==> src/rtl/nvs_pkg.sv <==
// ----------------------------------------------------------------------------
// nvs_pkg
// Constants, codes and types shared by the nearest vertex search modules.
// ----------------------------------------------------------------------------
`default_nettype none

package nvs_pkg;

    localparam int MAX_VERTICES = 256;
    localparam int COORD_WIDTH  = 20;

    localparam int IDX_W   = 8;
    localparam int CNT_W   = 9;
    localparam int ADDR_W  = $clog2(MAX_VERTICES);
    localparam int DIFF_W  = COORD_WIDTH + 1;
    localparam int SQ_W    = 2 * DIFF_W;
    localparam int DIST_W  = SQ_W + 2;

    localparam int FIFO_DEPTH = 2;
    localparam int FIFO_AW    = $clog2(FIFO_DEPTH);

    localparam int CFG_IDX_W = 1;
    localparam logic [CFG_IDX_W-1:0] CFG_VERTEX_COUNT  = 1'd0;
    localparam logic [CFG_IDX_W-1:0] CFG_DISTANCE_MODE = 1'd1;

    localparam logic CMD_LOAD  = 1'b0;
    localparam logic CMD_QUERY = 1'b1;

    localparam logic MODE_MANHATTAN = 1'b0;
    localparam logic MODE_EUCLIDEAN = 1'b1;

    typedef logic signed [COORD_WIDTH-1:0] coord_t;

    typedef struct packed {
        coord_t x;
        coord_t y;
        coord_t z;
    } vertex_t;

    typedef struct packed {
        logic             is_query;
        logic [IDX_W-1:0] idx;
        vertex_t          pos;
    } item_t;

    typedef struct packed {
        logic full;
        logic empty;
    } q_status_t;

endpackage

`default_nettype wire

==> src/rtl/nvs_front.sv <==
// ----------------------------------------------------------------------------
// nvs_front
// Input stage: takes beats, tags loads and queries, and hands items to the
// command queue; an 8-bit index is always inside the table, so no load drops.
// ----------------------------------------------------------------------------
`default_nettype none

module nvs_front (
    input  wire                           aclk,
    input  wire                           aresetn,
    input  wire                           s_valid,
    output logic                          s_ready,
    input  wire                           s_command,
    input  wire  [nvs_pkg::IDX_W-1:0]     s_entry_index,
    input  wire  signed [nvs_pkg::COORD_WIDTH-1:0] s_coord_x,
    input  wire  signed [nvs_pkg::COORD_WIDTH-1:0] s_coord_y,
    input  wire  signed [nvs_pkg::COORD_WIDTH-1:0] s_coord_z,
    input  nvs_pkg::q_status_t            q_stat,
    output logic                          q_push,
    output nvs_pkg::item_t                q_item
);

    logic           hold_vld_reg;
    nvs_pkg::item_t hold_item_reg;
    logic           s_fire;
    logic           keep;

    assign q_push  = hold_vld_reg && !q_stat.full;
    assign s_ready = !hold_vld_reg || !q_stat.full;
    assign s_fire  = s_valid && s_ready;
    assign q_item  = hold_item_reg;

    assign keep = (s_command == nvs_pkg::CMD_QUERY) ||
                  ({1'b0, s_entry_index} < nvs_pkg::CNT_W'(nvs_pkg::MAX_VERTICES));

    always_ff @(posedge aclk) begin
        if (!aresetn) begin
            hold_vld_reg <= 1'b0;
        end else if (s_fire) begin
            hold_vld_reg <= keep;
        end else if (q_push) begin
            hold_vld_reg <= 1'b0;
        end
    end

    always_ff @(posedge aclk) begin
        if (s_fire) begin
            hold_item_reg.is_query <= (s_command == nvs_pkg::CMD_QUERY);
            hold_item_reg.idx      <= s_entry_index;
            hold_item_reg.pos.x    <= s_coord_x;
            hold_item_reg.pos.y    <= s_coord_y;
            hold_item_reg.pos.z    <= s_coord_z;
        end
    end

endmodule

`default_nettype wire

==> config.mk <==
export PLATFORM = sky130hd
export DESIGN_NAME = nvs_front
export DESIGN_NICKNAME = d
export VERILOG_FILES = /design/src/rtl/nvs_pkg.sv /design/src/rtl/nvs_front.sv
export SDC_FILE = /design/constraint.sdc
export NUM_CORES = 1
export LEC_CHECK = 0
export ABC_AREA = 1
export BUFFER_PORTS_ARGS = -buffer_cell sky130_fd_sc_hd__buf_2
export CAP_MARGIN = 40
export CORE_UTILIZATION = 27
export DETAILED_ROUTE_END_ITERATION = 8
export GPL_TIMING_DRIVEN = 0
export PLACE_DENSITY_LB_ADDON = 0.3
export SLEW_MARGIN = 20
export SYNTH_ARGS = -nofsm -noshare
export SYNTH_HDL_FRONTEND = slang
export SYNTH_SLANG_ARGS = --single-unit
==> constraint.sdc <==
create_clock -name aclk -period 10.05 [get_ports aclk]
set_input_delay 1.005 -clock aclk [delete_from_list [all_inputs] [get_ports aclk]]
set_output_delay 1.005 -clock aclk [all_outputs]
set_load 0.005 [all_outputs]
# After elaboration in Yosys (flattened, before gate mapping)
# Index checks and enable logic that the tools add are counted.
totals:
  input_bits: 74
  ff_bits: 70
  out_inout_bits: 71
  wordCells: 14
op_classes:
  mux: 2
  n_reduce_logical: 6
ops:
  columns: ["operator", "n"]
  rows:
  - ["$logic_and A1 B1 Y1", 2]
  - ["$logic_not A1 Y1", 2]
  - ["$mux W1", 2]
  - ["$reduce_bool A2 Y1", 1]
  - ["$logic_or A1 B1 Y1", 1]

# Longest topological paths before layout
depth:
  word_depth: 4
  ltp_mapped: 2
  ltp_nobuf: 2

# Worst setup path before layout
# Ideal clock, no wire load.
synth_timing:
  kind: "input port to flip-flop"
  startpoint: "in s_valid"
  endpoint: "reg hold_item_reg, in the netlist q_item[0] (enable)"
  setup_time_ns: 0.519
  cell_stages: 2
  n_path_buf: 0
  slack_ns: 5.124
  arrival_ns: 4.408
  required_time_ns: 9.531
  path_cell_list: "inv_1 -> a21oi_1"
synth_via:
  elab_chain_len: 1
synth_lines:
  columns: ["item", "line_no", "text"]
  rows:
  - ["from (decl)", "nvs_front.sv:11", "input wire s_valid,"]
  - ["$logic_and A1 B1 Y1", "nvs_front.sv:30", "assign s_fire = s_valid && s_ready;"]
  - ["net s_fire", "nvs_front.sv:25", "logic s_fire;"]
  - ["to (decl)", "nvs_front.sv:24", "nvs_pkg::item_t hold_item_reg;"]
# The timed path passes the listed nets, and every way through them passes these cells.
# A chain may end at the register's enable or synchronous reset.

# Worst setup path in the final report
layout_timing:
  startpoint: "in q_stat[1] in the netlist's numbering"
  endpoint: "out s_ready"
layout_via:
  elab_chain_len: 2
layout_lines:
  columns: ["item", "line_no", "text"]
  rows:
  - ["from (decl)", "nvs_front.sv:18", "input nvs_pkg::q_status_t q_stat,"]
  - ["$logic_not A1 Y1", "nvs_front.sv:29", "assign s_ready = !hold_vld_reg || !q_stat.full;"]
  - ["$logic_or A1 B1 Y1", "nvs_front.sv:29", null]
  - ["to (decl)", "nvs_front.sv:12", "output logic s_ready,"]
# Every way passes these cells.

==> summary.txt <==
Power
  • Sequential share of power: 55.1%
  • Leak: 1.39 nW
  • Net Sw Power: 0.000122 W
  • Switching Share: 19.5%
  • Clock power frac: 38.0%
  • Combinational group share of total power: 6.9%
  • Internal cell power: 0.000503 W
  • Pwr dens: 192 nW/um^2
  • Worst vdd ir: 0.117 mV

Synth
  • Synth cell types: 7
  • Synth async-reset ratio: 0%
  • Mux cell area share after synthesis: 0%
  • Post-synthesis xor/xnor area fraction: 0%
  • Adder-Cell Fraction of Synth Area: 0%
  • Yosys reg bits: 70
  • Synth top cells by count: edfxtp_1 (69), inv_1 (3)
  • Mapped Area: 2130 sq um
  • Ys flop type: edfxtp_1
  • Synth top area share: 97.4%
  • Syn Inst Count: 77
  • Compound-cell area share of the yosys netlist: 0.647%
  • Syn Nets: 151
  • Syn Area/Cell: 27.6 sq um
  • Leading post-synthesis cells by cell area: edfxtp_1 (97%), dfxtp_1 (0.94%), inv_1 (0.53%), a21oi_2 (0.41%), nand2_2 (0.29%)
  • Yosys warns: 0
  • Post-synth EDFFs: 69
  • Main combinational cell family by area after synthesis: compound AO/OA/AOI/OAI gates
  • Cell taking the most area after synthesis: edfxtp_1
  • Count leader, synth: edfxtp_1
  • Seq/Total Area, Yosys: 98.4%
  • Synth Area in Simple Gates: 0.471%

STA
  • Setup Skew: 6.89 ps
  • Setup TNS: 0 ps
  • Fmax: 426 MHz
  • Final setup margin: 7700 ps
  • Hold Vio Cnt, Final: 0
  • Slew Limit Fails: 0
  • Setup violators final: 0
  • Final worst path period need: 2350 ps
  • Fin crit share: 23.4%
  • RSZ-0062 raised after global routing: false
  • Worst-Margin Slew: 766 ps
  • Max-slew headroom: 48.8%

CTS
  • Root Driver: clkbuf_8
  • Clock Latency Late Sink: 330 ps
  • Clk pin slew, worst setup/hold paths: 70 ps
  • Max clock buf depth: 2
  • Clock sinks: 70
  • # resized after CTS: 0
  • Cts hold-fix bufs: 0
  • CTS Buf Count: 9
  • Htree depth: 3
  • CTS tree: built
  • Post-CTS Setup Repair Bufs: 0

Die
  • Full die area: 8240 sq um
  • Die X: 90.8 microns
  • Initial Utilization: 28.6%
  • I/O pins: 145
  • Row cnt: 31
  • DIE HEIGHT: 90.8 microns
  • Core area: 7450 sq um

Cells and area
  • Max FFs per register: 69
  • FILL cells: 696
  • Multi-input gate area: 35.0 sq um
  • Area grow syn2layout: 52.9%
  • Nets@finish: 308
  • Layout cells sized above 1: 68.6%
  • Sequential Area: 2090 sq um

Routing
  • Initial DRC Count: 37
  • DRC: 0
  • Via Count: 1,300
  • Wire per inst: 12.6 microns
  • Via density per instance: 3.83
  • Routed WL: 4.27 mm
  • First-pass detailed-route iteration total: 3
  • DRT antenna net count: 0

Setup path
  • CP endpoint kind: output pin
  • WS Path Type: input port to output pin
  • Worst path arrival time: 1340 ps
  • Critical path fanouts, max: 3
  • Setup crit start kind: input port
  • CP required: 9050 ps

Placed design
  • RD Place Congestion: 0.669
  • Port Buffers: 143
  • Hpwl dp: 3.33 mm
  • DP Worst Slack: 7520 ps

Run
  • Max Cap Violations: 0

Outcome
  • Outcome: completed

Global route
  • First-pass GRT wire length: 6.49 mm
  • Gr ovfl total: 0
  • Gr usage total: 10.9%
  • Initial antenna violation count: 2
  • Largest net degree at the start of global routing: 23
  • Number of global-route vias before repair: 1,329

Hold path
  • Type of the worst min-delay path: flip-flop to flip-flop
worst max-delay path, stage by stage:
cell and delay (ps):
buf_2 130, nand2_2 70, buf_2 130
logic make-up after synthesis:
group           count (synthesis)
simple gates                    2
compound gates                  2
buf+inv                         3
flops                          70
path summary, 6_finish.rpt:
check | start | endpoint | slack, ps | cells past startpoint
max reg2reg | hold_vld_reg | q_item[63] | 8340 | 3
min reg2reg | hold_vld_reg | hold_vld_reg | 520 | 2
min | hold_vld_reg | hold_vld_reg | 520 | 2
max | q_stat[1] | s_ready | 7700 | 3
routing by layer:
metal  track usage (%)  vias up  routed length, microns
met5                 0        -                       0
met4              7.26        0                      87
met3              6.23       10                     527
met2              16.1       90                    1990
met1              12.0      581                    1670
li1                  -      619                       -
power by group through the flow:
| stage | Clock, W | Sequential, W | Combinational (W) |
|---|---|---|---|
| 6_report | 0.000238 | 0.000345 | 0.0000429 |
| 4_1_cts | 0.000249 | 0.000345 | 0.0000442 |
| 3_3_place_gp | 0 | 0.000353 | 0.0000396 |
| 5_1_grt | 0.000261 | 0.000346 | 0.0000474 |
| 2_1_floorplan | 0 | 0.000356 | 0.00000585 |
| 3_5_place_dp | 0 | 0.000351 | 0.0000442 |
stage by stage:
stage	instances	power [W]	cell area [sq um]	hold slack, ps	utilization [%]
after floorplan	77	0.000362	2130	471	-
after global placement	319	0.000393	2970	472	39.8
after detailed placement	322	0.000395	3040	515	40.8
after CTS	338	0.000638	3250	527	43.6
after global routing	339	0.000655	3250	546	43.7
final	339	0.000625	3250	524	43.7
area by class of cell:
cell class | instances | area share (%)
flip-flops and latches | 70 | 64.3
repair buffers | 146 | 23.8
clock buffers | 10 | 3.92
well taps | 99 | 3.81
clock inverters | 6 | 2.65
multi-input cells | 4 | 1.08
inverters | 3 | 0.346
diodes | 1 | 0.0770
cell usage in the layout (no fill, tap or decap):
cell type,count
edfxtp_1,69
clkbuf_8,9
dfxtp_1,1
nand2_2,1
a21oi_2,1
buf_8,2
inv_1,3
buf_16,1
buf_2,143
a21oi_4,1
bufinv_16,2
clkinv_4,1
clkinv_2,2
clkinvlp_4,1
nor2_1,1
clkbuf_1,1
diode_2,1
No activity file was read; power rests on OpenSTA's default activity.
