### config.mk
export PLATFORM = sky130hd
export DESIGN_NAME = nvs_fifo
export DESIGN_NICKNAME = d
export VERILOG_FILES = /design/src/rtl/nvs_pkg.sv /design/src/rtl/nvs_fifo.sv
export SDC_FILE = /design/constraint.sdc
export NUM_CORES = 1
export LEC_CHECK = 0
export BUFFER_PORTS_ARGS = -buffer_cell sky130_fd_sc_hd__buf_2
export CORE_ASPECT_RATIO = 0.9
export CORE_UTILIZATION = 45
export CTS_CLUSTER_SIZE = 16
export DETAILED_ROUTE_END_ITERATION = 7
export GPL_ROUTABILITY_DRIVEN = 0
export GPL_TIMING_DRIVEN = 0
export PLACE_DENSITY = 0.7
export SLEW_MARGIN = 20
export SYNTH_ARGS = -nofsm -noshare
export SYNTH_HDL_FRONTEND = slang
export SYNTH_SLANG_ARGS = --single-unit
### constraint.sdc
create_clock -name aclk -period 5.11 [get_ports aclk]
set_input_delay 0.511 -clock aclk [delete_from_list [all_inputs] [get_ports aclk]]
set_output_delay 0.511 -clock aclk [all_outputs]
set_load 0.01 [all_outputs]
### src/rtl/nvs_pkg.sv
// ----------------------------------------------------------------------------
// nvs_pkg
// Constants, codes and types shared by the nearest vertex search modules.
// ----------------------------------------------------------------------------
`default_nettype none

package nvs_pkg;

    localparam int MAX_VERTICES = 256;
    localparam int COORD_WIDTH  = 20;

    localparam int IDX_W   = 8;
    localparam int CNT_W   = 9;
    localparam int ADDR_W  = $clog2(MAX_VERTICES);
    localparam int DIFF_W  = COORD_WIDTH + 1;
    localparam int SQ_W    = 2 * DIFF_W;
    localparam int DIST_W  = SQ_W + 2;

    localparam int FIFO_DEPTH = 2;
    localparam int FIFO_AW    = $clog2(FIFO_DEPTH);

    localparam int CFG_IDX_W = 1;
    localparam logic [CFG_IDX_W-1:0] CFG_VERTEX_COUNT  = 1'd0;
    localparam logic [CFG_IDX_W-1:0] CFG_DISTANCE_MODE = 1'd1;

    localparam logic CMD_LOAD  = 1'b0;
    localparam logic CMD_QUERY = 1'b1;

    localparam logic MODE_MANHATTAN = 1'b0;
    localparam logic MODE_EUCLIDEAN = 1'b1;

    typedef logic signed [COORD_WIDTH-1:0] coord_t;

    typedef struct packed {
        coord_t x;
        coord_t y;
        coord_t z;
    } vertex_t;

    typedef struct packed {
        logic             is_query;
        logic [IDX_W-1:0] idx;
        vertex_t          pos;
    } item_t;

    typedef struct packed {
        logic full;
        logic empty;
    } q_status_t;

endpackage

`default_nettype wire

### src/rtl/nvs_fifo.sv
// ----------------------------------------------------------------------------
// nvs_fifo
// Short command queue between the input stage and the scan engine.
// ----------------------------------------------------------------------------
`default_nettype none

module nvs_fifo (
    input  wire                 aclk,
    input  wire                 aresetn,
    input  wire                 push,
    input  nvs_pkg::item_t      push_item,
    input  wire                 pop,
    output nvs_pkg::item_t      pop_item,
    output nvs_pkg::q_status_t  stat
);

    nvs_pkg::item_t                entry_reg [nvs_pkg::FIFO_DEPTH];
    logic [nvs_pkg::FIFO_AW-1:0]   wr_ptr_reg;
    logic [nvs_pkg::FIFO_AW-1:0]   rd_ptr_reg;
    logic [nvs_pkg::FIFO_AW:0]     count_reg;
    logic                          do_push;
    logic                          do_pop;

    assign stat.full  = (count_reg == (nvs_pkg::FIFO_AW+1)'(nvs_pkg::FIFO_DEPTH));
    assign stat.empty = (count_reg == '0);
    assign do_push    = push && !stat.full;
    assign do_pop     = pop && !stat.empty;
    assign pop_item   = entry_reg[rd_ptr_reg];

    always_ff @(posedge aclk) begin
        if (!aresetn) begin
            wr_ptr_reg <= '0;
            rd_ptr_reg <= '0;
            count_reg  <= '0;
        end else begin
            if (do_push) begin
                wr_ptr_reg <= wr_ptr_reg + 1'b1;
            end
            if (do_pop) begin
                rd_ptr_reg <= rd_ptr_reg + 1'b1;
            end
            if (do_push && !do_pop) begin
                count_reg <= count_reg + 1'b1;
            end else if (do_pop && !do_push) begin
                count_reg <= count_reg - 1'b1;
            end
        end
    end

    always_ff @(posedge aclk) begin
        if (do_push) begin
            entry_reg[wr_ptr_reg] <= push_item;
        end
    end

endmodule

`default_nettype wire

# Yosys cells after proc, flatten, opt, wreduce, memory -nomap -nowiden
# Memory sizes are Yosys's and may differ from the RTL's. A register that Yosys moved wholly into a read port is not among the register bits.
# Cells that the tools add are included.
[word_totals]
regBits = 4
ramBits = 138
in_bits = 73
out_inout_bits = 71
elab_cells = 25
memories = 1
[memory_table]
columns = ["memory", "depth", "width", "rd", "rd_clocked_by_memory_dff", "wr", "line_no", "rtl"]
rows = [
  ["entry_reg", 2, 69, 1, 1, 1, "nvs_fifo.sv:17", "nvs_pkg::item_t entry_reg [nvs_pkg::FIFO_DEPTH];"],
]
[classes]
add_sub_neg = 4
eq_ne = 1
mux = 6
reduce_logical = 10
[op_table]
columns = ["cell", "count"]
rows = [
  ["logical AND 1 bit", 4],
  ["logical NOT 1 bit", 4],
  ["two-way mux 1 bit", 4],
  ["two-way mux 2 bit", 2],
  ["adder 1 bit (second input constant)", 2],
  ["adder 2 x 1 -> 2 bit (second input constant)", 1],
  ["equality test 2 bit (second input constant)", 1],
  ["logical NOT 2 bit", 1],
  ["nonzero test 2 bit", 1],
  ["subtractor 2 x 1 -> 2 bit (second input constant)", 1],
]

# Logic depth before layout (Yosys ltp)
# Gate-level depths: netlist of the first run.
[logic_depth]
depth_word = 7
mapped_depth = 7
depth_no_buf = 7

# Worst setup path before layout of the first run
# No wires, ideal clock.
[synth_timing]
path_type = "input -> register"
start = "input push"
end = "memory entry_reg[0][0] (netlist name), enable pin"
setup_time_ns = 0.485
arrival_time_ns = 3.289
t_required_ns = 4.625
path_slack_ns = 1.336
stages = 2
n_path_buf = 0
cell_sequence = "inv_1 -> nor3_2"
[synth_via]
elab_chain_cells = 3
[synth_rtl]
columns = ["item", "line_no", "rtl"]
rows = [
  ["start: declaration", "nvs_fifo.sv:10", "input wire push,"],
  ["logical AND 1 bit", "nvs_fifo.sv:26", "assign do_push = push && !stat.full;"],
  ["two-way mux 1 bit", "nvs_fifo.sv:51", "if (do_push) begin"],
  ["two-way mux 1 bit (implied by the code)", "nvs_fifo.sv:52", "entry_reg[wr_ptr_reg] <= push_item;"],
  ["end: declaration", "nvs_fifo.sv:17", ""],
]
# No other way between the ends.

==> reports/metrics.yaml, run 1 <==
global_routing:
  grtUsageTotal_pct: 16.6
  grt-ovfl-total: 0
  grt_max_degree: 43
  antenna_found_initial: 1
  grt_first_pass_wirelength_mm: 14.2
  met3_usage_pct: 7.81
  grtUsageMet2_pct: 26.6
  grt_pass1_vias: 2927
  grtUsageMet1_pct: 18.5
  grt_busiest_layer: "met2"
layout:
  fin_util_pct: 60.4
  areaGrowthSynthToFinish_pct: 30.9
  largest_reg_flops: 138
  diodes: 0
  drive_above_1_share_pct: 61.3
  final_area_um2: 6870
  instances_no_fill: 577
  finalNetCount: 482
die:
  core_um2: 11400
  io_pins: 144
  initial_core_util_pct: 46.1
  placementRows: 37
  die_h_um: 104
  fp.dieW_um: 116
  die_area_um2: 12100
place:
  io_buffer_count: 143
  detailed_place_hpwl_mm: 6.08
  dp.cells: 545
  placed_cell_area_um2: 6270
clocking:
  worstSkewPairLatency_ns: 0.41
  clk_root_buffer_cell: "clkbuf_16"
  hold_buffers: 0
  clkTransAtPathRegs_ns: 0.06
  clockBufferDepth: 2
  cts_tree: "done"
  cts_buffers: 17
  ctsResizeCount: 0
  htree_num_levels: 4
  cts.sinks: 143
  cts_setup_buffers: 0
setup_path:
  rrSetupSlack_ns: 3.26
  arrival_ns: 1.68
  worstPathRequired_ns: 4.60
  cp-end-kind: "output pin"
  reg2reg_from: "count_reg[0]"
  reg2regPathDepth: 6
  path_max_fanout: 10
  cp-start-kind: "flip-flop"
  worstSetupPathType: "reg -> out"
  reg2reg_to: "entry_reg[0][43]"
detailed_routing:
  drt-vias-per-instance: 4.74
  dr_total_vias: 2735
  totalWireLength_mm: 9.24
  drc: 0
  first_pass_iters: 4
  routedWlPerCell_um: 16.0
  ant_nets: 0
  drtIter0Drc: 112
timing:
  tightest_slew_ns: 0.429
  fin_skew_ns: 0.00702
  rsz0062_at_grt: "false"
  max_freq_ghz: 0.456
  finalHoldViolations: 0
  fin_crit_ns: 2.19
  timing.final.crit_share_pct: 42.9
  setup_tns_ns: 0
  finalSetupViolCount: 0
  max-slew-margin-rel_pct: 71.4
  slew_violations: 0
worst_hold_path:
  hold_class: "in -> reg"
  hp-start: "push_item[17]"
  hold_end: "entry_reg[0][17]"
  hold_path_depth: 1
yosys:
  synth_warnings: 0
  synthCells: 240
  postSynthAreaPerCell_um2: 21.9
  postSynthNetCount: 314
  ys_seq_area_share_pct: 80.8
  netlist-cell-type-count: 22
  synth.ff_latch_count: 143
  synth.cell_area_um2: 5250
run_status:
  status: "finished, final reports clean"
power_and_ir_drop:
  p_per_area_nw_per_um2: 527
  p_total_uw: 3620
  p_leak_uw: 0.00263
  peakVddDrop_v: 0.000358
run:
  drv_cap: 0
## cell families after synthesis
logic type / synth area share [%]
xor gates and xnor gates: 0.500
adders and majority gates: 0.238
muxes: 15.5
buffers and inverters: 1.26
DFF: 80.8
AOI/OAI and AO/OA: 0.619
and+or+nand+nor: 1.05
## through the flow
stage / setup slack, ns / hold WS (ns)
2_1_floorplan: 1.34 / 0.483
3_3_place_gp: -0.365 / 0.497
3_5_place_dp: 3.18 / 0.525
4_1_cts: 2.87 / 0.255
5_1_grt: 2.84 / 0.259
6_report: 2.92 / 0.280
## synthesized netlist by cell type
cell / n / area (µm²)
mux2_2: 59 / 664
nand2b_1: 1 / 6.26
dfxtp_1: 5 / 100
buf_6: 3 / 33.8
mux2_4: 10 / 150
edfxtp_1: 138 / 4140
xor2_1: 1 / 8.76
nor3_2: 1 / 10.0
ha_1: 1 / 12.5
and2_1: 3 / 18.8
or3_1: 1 / 6.26
inv_1: 1 / 3.75
o21ai_0: 1 / 5.00
and3_1: 1 / 6.26
inv_2: 1 / 3.75
xnor2_1: 2 / 17.5
buf_2: 5 / 25.0
a21boi_1: 1 / 7.51
nor2_1: 2 / 7.51
o21ai_1: 1 / 5.00
o21a_1: 1 / 7.51
a21boi_0: 1 / 7.51
## worst max path at each step
| stage | to | slack [ns] | depth (start not counted) |
|---|---|---|---|
| detailed placement | entry_reg[0][43] | 3.18 | 6 |
| CTS | pop_item[36] | 2.87 | 5 |
| global placement | entry_reg[0][39] | -0.37 | 3 |
| global route | pop_item[37] | 2.84 | 5 |
| finish | pop_item[36] | 2.92 | 5 |
| floorplan | entry_reg[0][0] | 1.34 | 2 |
## power breakdown
part / switching (µW) / internal (µW) / total (µW)
clock network: 438 / 806 / 1240
registers: 40.2 / 1470 / 1510
logic: 437 / 427 / 864
## critical path, stage by stage, from the launching register on
cell	delay (ns)
dfxtp_1	0.32
buf_6	0.12
buf_6	0.17
buf_6	0.20
mux2_4	0.31
buf_2	0.14
## final cells by class
cell class                 instances  area (µm²)
tap                              156         195
sequential                       143        4240
multi-input combinational         87         952
fill                             898        4510
clock buffer                      18         429
timing repair buffer             149         815
buffer                             8        58.8
inverter                           2        7.51
clock inverter                    14         173
## metal layers
metal | vias to the layer above | wire [µm]
li1 | 1287 | -
met1 | 1332 | 3880
met2 | 101 | 4510
met3 | 13 | 739
met4 | 2 | 97
met5 | - | 13
## cell usage in the layout (no fill, tap or decap)
cell,instances
o21ai_0,1
or3_1,1
nand2b_1,1
o21a_1,1
dfxtp_1,5
inv_2,1
bufinv_16,4
xnor2_1,2
and3_4,1
ha_1,1
inv_1,1
a21boi_0,1
and2_1,3
buf_2,148
mux2_4,10
nor2_1,2
buf_16,1
clkinvlp_4,2
buf_6,4
buf_8,4
clkbuf_16,17
nor3_4,1
a21boi_1,1
clkinv_1,2
clkbuf_1,1
o21ai_1,1
xor2_1,1
edfxtp_1,138
mux2_2,59
clkinv_2,6
Note: power is estimated with default switching activity, not from simulation.
==> run 2, diff against run 1 <==
--- a/config.mk
+++ b/config.mk
@@ -12,7 +12,7 @@
 export DETAILED_ROUTE_END_ITERATION = 7
 export GPL_ROUTABILITY_DRIVEN = 0
 export GPL_TIMING_DRIVEN = 0
-export PLACE_DENSITY = 0.7
+export PLACE_DENSITY = 0.73
 export SLEW_MARGIN = 20
 export SYNTH_ARGS = -nofsm -noshare
 export SYNTH_HDL_FRONTEND = slang
==> constraint.sdc (replaced) <==
create_clock -name aclk -period 1.8 [get_ports aclk]
set_input_delay 0.18 -clock aclk [delete_from_list [all_inputs] [get_ports aclk]]
set_output_delay 0.18 -clock aclk [all_outputs]
set_load 0.01 [all_outputs]
==> run 2 against run 1 <==
Against the previous run:
- count of clock-buffer cells in the layout is 4 higher
- largest power group unchanged
- clock power grew to 2.7 times the previous value
- highest routed layer is now met4
- critical endpoint is now pop_item[51]
- worst hold slack worse by 0.23 ns
- global-route usage is 1.8 points higher
- largest cell class unchanged
- die area stayed put
- routed wire length is 12% higher
==> reports/metrics.yaml, run 2 (synthesis gave the netlist of run 1 again) <==
run_status:
  status: "finished, final reports clean"
layout:
  largest_reg_flops: 138  # unchanged
  fillers: 789  # -12%
  drive_above_1_share_pct: 52.1  # -9.2 points
  area.sequential_um2: 4250  # +0.12%
  areaGrowthSynthToFinish_pct: 45.7
  layout_common_cells: "edfxtp_1, buf_2, dlygate4sd3_1, mux2_2, clkbuf_16"
  multi_input_area_um2: 960  # +0.79%
  layout_commonest_cell: "edfxtp_1"
  finalNetCount: 554  # +15%
  diodes: 0  # unchanged
  fin_util_pct: 67.2  # +6.8 points
place:
  io_buffer_count: 143  # unchanged
  detailed_place_hpwl_mm: 6.14  # +0.99%
detailed_routing:
  ant_nets: 0  # unchanged
  dr_total_vias: 3066  # +12%
  totalWireLength_mm: 10.3  # +12%
  drc: 0  # unchanged
  drt-vias-per-instance: 4.72  # -0.33%
  routedWlPerCell_um: 15.9  # -0.47%
  first_pass_iters: 4  # unchanged
  drtIter0Drc: 154  # +38%
global_routing:
  grt_max_degree: 37  # -14%
  grtUsageMet2_pct: 32.6  # +6.0 points
  grtUsageTotal_pct: 18.4  # +1.8 points
  antenna_found_initial: 0  # -1
  grtUsageMet1_pct: 19.5  # +1.0 points
  grt-ovfl-total: 0  # unchanged
  grt_busiest_layer: "met2"
  grt_first_pass_wirelength_mm: 16.1  # +13%
  met3_usage_pct: 7.17  # -0.64 points
  grt_pass1_vias: 3305  # +13%
setup_path:
  reg2regPathDepth: 3  # -3
  cp-start-kind: "flip-flop"
  worstSetupPathType: "reg -> out"
  worstPathRequired_ns: 1.62  # -2.98 ns
  arrival_ns: 1.55  # -0.13 ns
  cp-end-kind: "output pin"
  path_max_fanout: 9  # -1
power_and_ir_drop:
  p_leak_uw: 0.00294  # +12%
  p_per_area_nw_per_um2: 1370  # +160%
  p_total_uw: 10500  # +190%
  peakVddDrop_v: 0.000994  # +180%
timing:
  timing.final.crit_share_pct: 95.9
  finalSetupViolCount: 0  # unchanged
  tightest_slew_ns: 0.523  # +0.0933 ns
  max-slew-margin-rel_pct: 65.2  # -6.2 points
  fin_skew_ns: 0.00514  # -0.00188 ns
  rsz0062_at_grt: "true"
  slew_violations: 0  # unchanged
  max_freq_ghz: 0.579
  finalHoldViolations: 0  # unchanged
  fin_crit_ns: 1.73
die:
  die_area_um2: 12100  # unchanged
  die_h_um: 104  # unchanged
  io_pins: 144  # unchanged
  core_um2: 11400  # unchanged
  placementRows: 37  # unchanged
  fp.dieW_um: 116  # unchanged
  initial_core_util_pct: 46.1  # unchanged
clocking:
  cts.sinks: 143  # unchanged
  clk_root_buffer_cell: "clkbuf_16"
  htree_num_levels: 4  # unchanged
  worstSkewPairLatency_ns: 0.41  # about the same
  cts_buffers: 17  # unchanged
  clockBufferDepth: 2  # unchanged
  clkTransAtPathRegs_ns: 0.06  # about the same
  cts_tree: "done"
worst_hold_path:
  hold_path_depth: 2  # +1
  hold_class: "in -> reg"
run:
  drv_cap: 0  # unchanged
run 2: changes by cell type in the layout (fill, tap and decap cells not counted), moves of 2 or more:
cell / delta
buf_6: +3
clkbuf_1: +4
buf_4: +8
buf_2: -11
clkinvlp_4: -2
clkinv_2: -4
buf_12: +3
dlygate4sd3_1: +69
clkinv_1: +3
dfxtp_1: -2
run 2: cell type report:
type | count | area share, %
inverter | 2 | 0.131
buffer | 6 | 0.752
clock buffer | 22 | 5.80
tap | 156 | 2.55
sequential | 143 | 55.5
multi-input combinational | 87 | 12.5
clock inverter | 10 | 1.55
timing repair buffer | 223 | 21.1
run 2: power breakdown:
group / total (µW) / switching (µW) / internal (µW)
clock network: 3340 / 1200 / 2150
logic: 2800 / 1300 / 1490
registers: 4340 / 152 / 4190
total: 10500 / 2650 / 7830
run 2: timing repair:
item,CTS,global route
resized for setup,17,5
setup buffers,4,0
endpoints found under the setup margin,96,15
hold buffers,69,0
pin swaps,1,0
gates cloned,1,0
hold endpoints to repair,138,0
run 2: final timing paths:
| path | startpoint | end | slack, ns |
|---|---|---|---|
| worst max-delay path | flip-flop | pop_item[51] | 0.07 |
| worst min-delay path | aresetn | wr_ptr_reg | 0.05 |
| worst max register to register | count_reg[0] | entry_reg[1][34] | 0.07 |
| worst min register to register | rd_ptr_reg | flip-flop | 0.58 |
run 2: metrics by stage:
step                area (µm²)  cells  TNS (ns)  worst slack [ns]  hold WS [ns]
floorplan                 5270    240    -63.89            -0.867         0.279
global placement          6180    539   -152.84             -1.71         0.367
detailed placement        6290    545     -2.15            -0.176         0.371
CTS                       7650    650  -0.00465          -0.00327        0.0269
global route              7650    649  -0.00341          -0.00341        0.0392
finish                    7650    649         0            0.0729        0.0471
run 2: critical path, cell delays in order, from the launching register on:
cell	delay [ns]
dfxtp_4	0.40
buf_12	0.13
buf_12	0.12
mux2_2	0.35
buf_6	0.13
run 2: routing by layer:
| layer | share of wire (%) | vias to the layer above |
|---|---|---|
| li1 | - | 1431 |
| met1 | 39 | 1520 |
| met2 | 53 | 102 |
| met3 | 6.3 | 13 |
| met4 | 1.3 | 0 |
| met5 | 0 | - |
